==> config.mk <==
export PLATFORM = sky130hd
export DESIGN_NAME = rgbhist_ctrl
export DESIGN_NICKNAME = d
export VERILOG_FILES = /design/src/hdl/rgbhist_pkg.sv /design/src/hdl/rgbhist_ctrl.sv
export SDC_FILE = /design/constraint.sdc
export NUM_CORES = 1
export LEC_CHECK = 0
export ABC_CLOCK_PERIOD_IN_PS = 1090
export BUFFER_PORTS_ARGS = -buffer_cell sky130_fd_sc_hd__clkbuf_2
export CAP_MARGIN = 10
export CORE_AREA = 2 2 39 41
export CTS_CLUSTER_SIZE = 12
export DETAILED_ROUTE_END_ITERATION = 7
export DIE_AREA = 0 0 41 43
export HOLD_SLACK_MARGIN = 0.15
export SLEW_MARGIN = 15
export SYNTH_ARGS = -nofsm -noshare
export SYNTH_HDL_FRONTEND = slang
export SYNTH_SLANG_ARGS = --single-unit
==> constraint.sdc <==
create_clock -name clk -period 1.09 [get_ports clk]
set_input_delay 0.109 -clock clk [delete_from_list [all_inputs] [get_ports clk]]
set_output_delay 0.109 -clock clk [all_outputs]
set_load 0.02 [all_outputs]
==> src/hdl/rgbhist_pkg.sv <==
// ----------------------------------------------------------------------------
// rgbhist_pkg
// Shared types, command codes and constants of the RGB histogram block.
// ----------------------------------------------------------------------------
package rgbhist_pkg;

  localparam int COUNT_BITS_DEF = 32;
  localparam int OUT_BITS       = 32;
  localparam int DIST_BITS      = 25;
  localparam int BIN_ADDR_BITS  = 8;
  localparam int ROW_IDX_BITS   = 6;
  localparam int ROW_BITS       = 1 << ROW_IDX_BITS;
  localparam int ROW_ADDR_BITS  = 24 - ROW_IDX_BITS;

  localparam logic [DIST_BITS-1:0] DIST_MAX = DIST_BITS'(1 << 24);

  localparam logic [1:0] CMD_PIXEL = 2'd0;
  localparam logic [1:0] CMD_LOAD  = 2'd1;
  localparam logic [1:0] CMD_READ  = 2'd2;
  localparam logic [1:0] CMD_CLEAR = 2'd3;

  localparam logic [1:0] FMT_RGB  = 2'd0;
  localparam logic [1:0] FMT_GRAY = 2'd1;
  localparam logic [1:0] FMT_PAL  = 2'd2;
  localparam logic [1:0] FMT_RSVD = 2'd3;

  typedef struct packed {
    logic [1:0] command;
    logic [7:0] first_value;
    logic [7:0] second_value;
    logic [7:0] third_value;
    logic [7:0] entry_index;
  } in_item_t;

  typedef struct packed {
    logic [OUT_BITS-1:0]  red_bin_count;
    logic [OUT_BITS-1:0]  green_bin_count;
    logic [OUT_BITS-1:0]  blue_bin_count;
    logic [OUT_BITS-1:0]  red_peak_count;
    logic [OUT_BITS-1:0]  green_peak_count;
    logic [OUT_BITS-1:0]  blue_peak_count;
    logic [DIST_BITS-1:0] distinct_colors;
    logic                 new_color;
  } out_item_t;

  typedef struct packed {
    logic cap;
    logic pal_rd;
    logic bin_rd;
    logic upd;
    logic pal_wr;
    logic clr_start;
    logic clr;
    logic out_load;
  } dp_cmd_t;

  typedef struct packed {
    logic clr_done;
    logic fmt_pal;
  } dp_stat_t;

endpackage

==> src/hdl/rgbhist_ctrl.sv <==
// ----------------------------------------------------------------------------
// rgbhist_ctrl
// Sequencer: steps each transaction through palette lookup, bin and bitmap
// read, update and result hand-off; runs the clearing sweep.
// ----------------------------------------------------------------------------
module rgbhist_ctrl (
  input  logic                 clk,
  input  logic                 rst_n,
  input  logic                 in_valid,
  input  logic [1:0]           in_cmd,
  output logic                 in_ready,
  output logic                 out_valid,
  input  logic                 out_ready,
  output rgbhist_pkg::dp_cmd_t dp_cmd,
  input  rgbhist_pkg::dp_stat_t dp_stat
);

  typedef enum logic [2:0] {
    S_CSTART, S_CLR, S_IDLE, S_PAL, S_RD, S_UPD, S_PWR, S_SEND
  } state_t;

  state_t state_r, state_nxt;
  logic   from_cmd_r, from_cmd_nxt;
  logic   out_valid_r, out_valid_nxt;
  logic   accept, out_free;

  assign in_ready  = (state_r == S_IDLE);
  assign out_valid = out_valid_r;
  assign accept    = in_valid && in_ready;
  assign out_free  = !out_valid_r || out_ready;

  // Decode datapath commands from state
  always_comb begin
    dp_cmd           = '0;
    dp_cmd.cap       = accept;
    dp_cmd.clr_start = (state_r == S_CSTART);
    dp_cmd.clr       = (state_r == S_CLR);
    dp_cmd.pal_rd    = (state_r == S_PAL);
    dp_cmd.bin_rd    = (state_r == S_RD);
    dp_cmd.upd       = (state_r == S_UPD);
    dp_cmd.pal_wr    = (state_r == S_PWR);
    dp_cmd.out_load  = (state_r == S_SEND) && out_free;
  end

  // Next state
  always_comb begin
    state_nxt    = state_r;
    from_cmd_nxt = from_cmd_r;
    case (state_r)
      S_CSTART: state_nxt = S_CLR;
      S_CLR: begin
        if (dp_stat.clr_done) begin
          state_nxt = from_cmd_r ? S_SEND : S_IDLE;
        end
      end
      S_IDLE: begin
        if (accept) begin
          case (in_cmd)
            rgbhist_pkg::CMD_PIXEL: state_nxt = dp_stat.fmt_pal ? S_PAL : S_RD;
            rgbhist_pkg::CMD_LOAD:  state_nxt = S_PWR;
            rgbhist_pkg::CMD_READ:  state_nxt = S_RD;
            default: begin
              state_nxt    = S_CSTART;
              from_cmd_nxt = 1'b1;
            end
          endcase
        end
      end
      S_PAL:  state_nxt = S_RD;
      S_RD:   state_nxt = S_UPD;
      S_UPD:  state_nxt = S_SEND;
      S_PWR:  state_nxt = S_SEND;
      S_SEND: begin
        if (out_free) begin
          state_nxt = S_IDLE;
        end
      end
      default: state_nxt = S_IDLE;
    endcase
  end

  // Hold the result valid until the receiver takes it
  always_comb begin
    out_valid_nxt = out_valid_r;
    if (dp_cmd.out_load) begin
      out_valid_nxt = 1'b1;
    end else if (out_ready) begin
      out_valid_nxt = 1'b0;
    end
  end

  always_ff @(posedge clk) begin
    if (!rst_n) begin
      state_r     <= S_CSTART;
      from_cmd_r  <= 1'b0;
      out_valid_r <= 1'b0;
    end else begin
      state_r     <= state_nxt;
      from_cmd_r  <= (state_nxt == S_SEND) ? 1'b0 : from_cmd_nxt;
      out_valid_r <= out_valid_nxt;
    end
  end

  // No transaction is taken while the sweep runs
  a_no_accept_in_clear: assert property (@(posedge clk) disable iff (!rst_n)
    dp_cmd.clr |-> !in_ready)
    else $error("input accepted during clearing sweep");

  // One transaction at a time
  a_one_at_a_time: assert property (@(posedge clk) disable iff (!rst_n)
    accept |=> !in_ready)
    else $error("second transaction accepted while busy");

  // A pending result is never overwritten
  a_no_overwrite: assert property (@(posedge clk) disable iff (!rst_n)
    (out_valid_r && !out_ready) |-> !dp_cmd.out_load)
    else $error("result overwritten while stalled");

  // A result appears only after a load
  a_valid_from_load: assert property (@(posedge clk) disable iff (!rst_n)
    (!out_valid_r && !dp_cmd.out_load) |=> !out_valid_r)
    else $error("result valid without load");

endmodule

# Word-level counts from Yosys, hierarchy flattened

Index checks and enable logic that the tools add are counted.
Widths: inputs -> output; s select.

Input port bits: 8
Register bits after elaboration: 5
Logic and storage cells: 35
Output and inout bits: 10

Bitwise logic cells: 2
Eq/ne operators: 10
Reduce and logical (&&, ||, !) cells: 11
Muxes and demuxes: 9

Operators with widths:

| kind               | number |
|---|---|
| $pmux 3 s7         | 1 |
| $eq 3x3->1 const B | 5 |
| $mux 3             | 5 |
| $pmux 3 s3         | 1 |
| $eq 3x2->1 const B | 2 |
| $reduce_or 2->1    | 2 |
| $eq 3x1->1 const B | 1 |
| $logic_not 3->1    | 1 |
| $reduce_and 3->1   | 1 |
| $reduce_or 3->1    | 1 |
| $eq 2x1->1 const B | 1 |
| $eq 2x2->1 const B | 1 |
| $logic_and 1x1->1  | 2 |
| $logic_not 2->1    | 1 |
| $mux 1             | 2 |
| $not 1->1          | 2 |
| $reduce_bool 2->1  | 1 |
| $logic_not 1->1    | 1 |
| $logic_or 1x1->1   | 1 |

# Depth between registers and ports, before layout

Depth after elaboration: 6
Mapped depth: 6
Depth with buffers taken out: 6

# Worst setup path after synthesis

Ideal clock, no wire load.

Path kind: flip-flop to flip-flop
Start: reg state_r[0]
End: reg state_r[1]
Library setup time: 121 ps
Path buffers: 1
Period minus slack after synthesis: 1396 ps
Setup slack: -306 ps
Arrival time: 1275 ps
Required time: 969 ps
Stages on the path, launching flop included: 5
Path through: dfxtp_1 -> buf_4 -> nor3_1 -> nand2b_1 -> nor3_1

RTL lines:

| what                     | line               | text |
|---|---|---|
| start: declaration       | rgbhist_ctrl.sv:22 | `state_t state_r, state_nxt;` |
| start signal: assignment | rgbhist_ctrl.sv:98 | `state_r <= state_nxt;` |

==> flow_summary.json <==
{
  "hold_viol": 0,
  "die_y_um": 43,
  "relSlewSlack_pct": 84.5,
  "drive_gt1_share_pct": 68.8,
  "diodes": 0,
  "power.density_cell_area_nw_per_um2": 845,
  "ir_drop_uv": 612,
  "clk_pin_slew_ns": 0.05,
  "track_usage_pct": 14.5,
  "layout_worst_path_cycle_share_pct": 115,
  "worst_pin_slew_ns": 0.231,
  "grt_pass1_vias": 444,
  "startpoint_type": "register",
  "cp.required_ns": 0.98,
  "status": "finished with violations",
  "place.gp.congestion": 0.806,
  "worst_slack_ns": -0.168,
  "vias_per_cell": 4.93,
  "ys_seq_elements": 5,
  "clkLatencyLatePin_ns": 0.24,
  "wire_per_inst_um": 11.4,
  "nets": 91,
  "final_max_slew_viol_count": 0,
  "whs_ns": 0.279,
  "drt_wl_total_um": 1090,
  "layoutNonFillerInstCount": 96,
  "antenna_found_initial": 0,
  "netlist_top_cells_area": "dfxtp_1 23%, ha_1 5.7%, nor2b_1 5.7%",
  "finalSetupViolations": 13,
  "grt_max_degree": 7,
  "fin_crit_ns": 1.26,
  "drtPass1Iterations": 2,
  "num_io_pins": 18,
  "syn_avg_cell_area_sq_um": 8.81,
  "ant_nets": 0,
  "clockRootBuffer": "clkbuf_4",
  "dpl.hpwl_um": 786,
  "min_path_type": "in -> reg",
  "vias": 473,
  "cp_max_fo": 4,
  "layout_commonest_cell": "buf_4",
  "cts_tree": "built",
  "clock_sinks": 5,
  "violations": "setup timing",
  "start_util_pct": 31.8,
  "port_buffers": 17,
  "cts_buffers": 3,
  "htree_levels": 1,
  "cp.arrival_ns": 1.15,
  "placed_cells": 89,
  "clock.fmax_mhz": 795,
  "synth-seq-area-share_pct": 22.7,
  "final_cell_mix": "13 x buf_4, 8 x clkbuf_2, 5 x buf_6, 4 x inv_1",
  "rows": 14,
  "die-area_sq_um": 1760,
  "synthCells": 50,
  "p_leak_nw": 0.363,
  "grt_pass1_wl_um": 1710,
  "maxCapViolations": 0,
  "die_w_um": 41,
  "rsz0062_at_grt": "yes",
  "grt-ovfl-total": 0,
  "clockBufferDepth": 2,
  "fp.coreArea_sq_um": 1380,
  "synth_area_sq_um": 440,
  "drt-initial-drc-count": 3,
  "drc": 0,
  "area_growth_pct": 77.3,
  "clock_skew_ns": 0.00767,
  "synth_top_cell_by_area": "dfxtp_1",
  "syn_nets": 60,
  "synth_top_area_share_pct": 22.7,
  "path_class": "reg -> out",
  "critPathCaptureType": "output pin",
  "place_ws_ns": -0.115,
  "yosysWarnings": 0,
  "synth_cell_types": 27
}
-- cells in the mapped netlist --
cell and count:
o221ai_2 1, nand3_1 2, dfxtp_1 5, o21ai_4 1
and4bb_4 1, a31oi_1 1, nor3b_2 1, nand2_4 1
and3b_1 2, a311oi_2 1, nor2b_1 4, o22ai_1 1
inv_1 4, nor3_1 2, o21ai_2 1, nand2b_1 2
buf_2 1, nor3b_1 3, o21a_1 1, a21oi_1 2
ha_1 2, buf_4 3, buf_6 1, nand3b_1 1
nor2_1 4, o21ai_1 1, o2111a_1 1
-- report_power, final --
| part | internal [mW] | switching [mW] |
|---|---|---|
| Clock | 0.139 | 0.0785 |
| Combinational | 0.133 | 0.108 |
| Sequential | 0.191 | 0.0101 |
| Total | 0.463 | 0.197 |
-- worst max-delay path, stage by stage (launching register included) --
cell and delay, ns:
dfxtp_2 0.33, buf_6 0.12, buf_6 0.11, and3b_1 0.21, clkbuf_8 0.14
-- sequential cells by signal (all words and copies together), names as in the netlist --
register and cells:
out_valid 1, state_r 3, from_cmd_r 1
-- cells by family after synthesis --
kind of cell               share of synthesized area (%)
and+or+nand+nor                                     36.4
buffers and inverters                               12.2
adders and majority gates                           5.68
AOI/OAI and AO/OA                                   23.0
DFF                                                 22.7
-- what timing repair did --
action / CTS / global route
buffers inserted: 2 / 0
resized for setup: 26 / 14
hold endpoints to repair: 4 / 0
pin swaps: 7 / 4
hold buffers: 1 / 0
endpoints found under the setup margin: 13 / 13
-- metrics by stage --
step                utilization [%]  power [mW]  instance area, sq um  setup TNS [ns]
floorplan                         -       0.318                   469          -0.332
global placement               43.9       0.383                   608          -0.238
detailed placement             43.9       0.384                   608          -0.309
CTS                            54.2       0.645                   749           -1.35
global route                   56.4       0.701                   781           -1.88
finish                         56.4       0.660                   781           -1.22
-- final timing paths --
check | slack [ns] | startpoint | cells after the start | endpoint
worst min-delay path | 0.28 | out_ready | 4 | out_valid
worst max-delay path | -0.17 | state_r[1] | 4 | dp_cmd[4]
worst max register to register | -0.09 | state_r[0] | 5 | from_cmd_r
worst min register to register | 0.60 | from_cmd_r | 2 | from_cmd_r
-- metal layers --
layer	vias to the layer above	share of wire, %	track usage [%]
li1	240	-	-
met1	223	44	15.8
met2	10	52	23.1
met3	0	4.0	6.28
met4	0	0	6.00
met5	-	0	0
-- area by class of cell --
cell class                      count  area, sq um
Clock buffer                        4         26.3
Multi-Input combinational cell     36          353
Sequential cell                     5          106
Tap cell                           16         20.0
Timing Repair Buffer               31          260
Inverter                            4         15.0
Fill cell                         116          603
(Power assumes the default switching activity.)
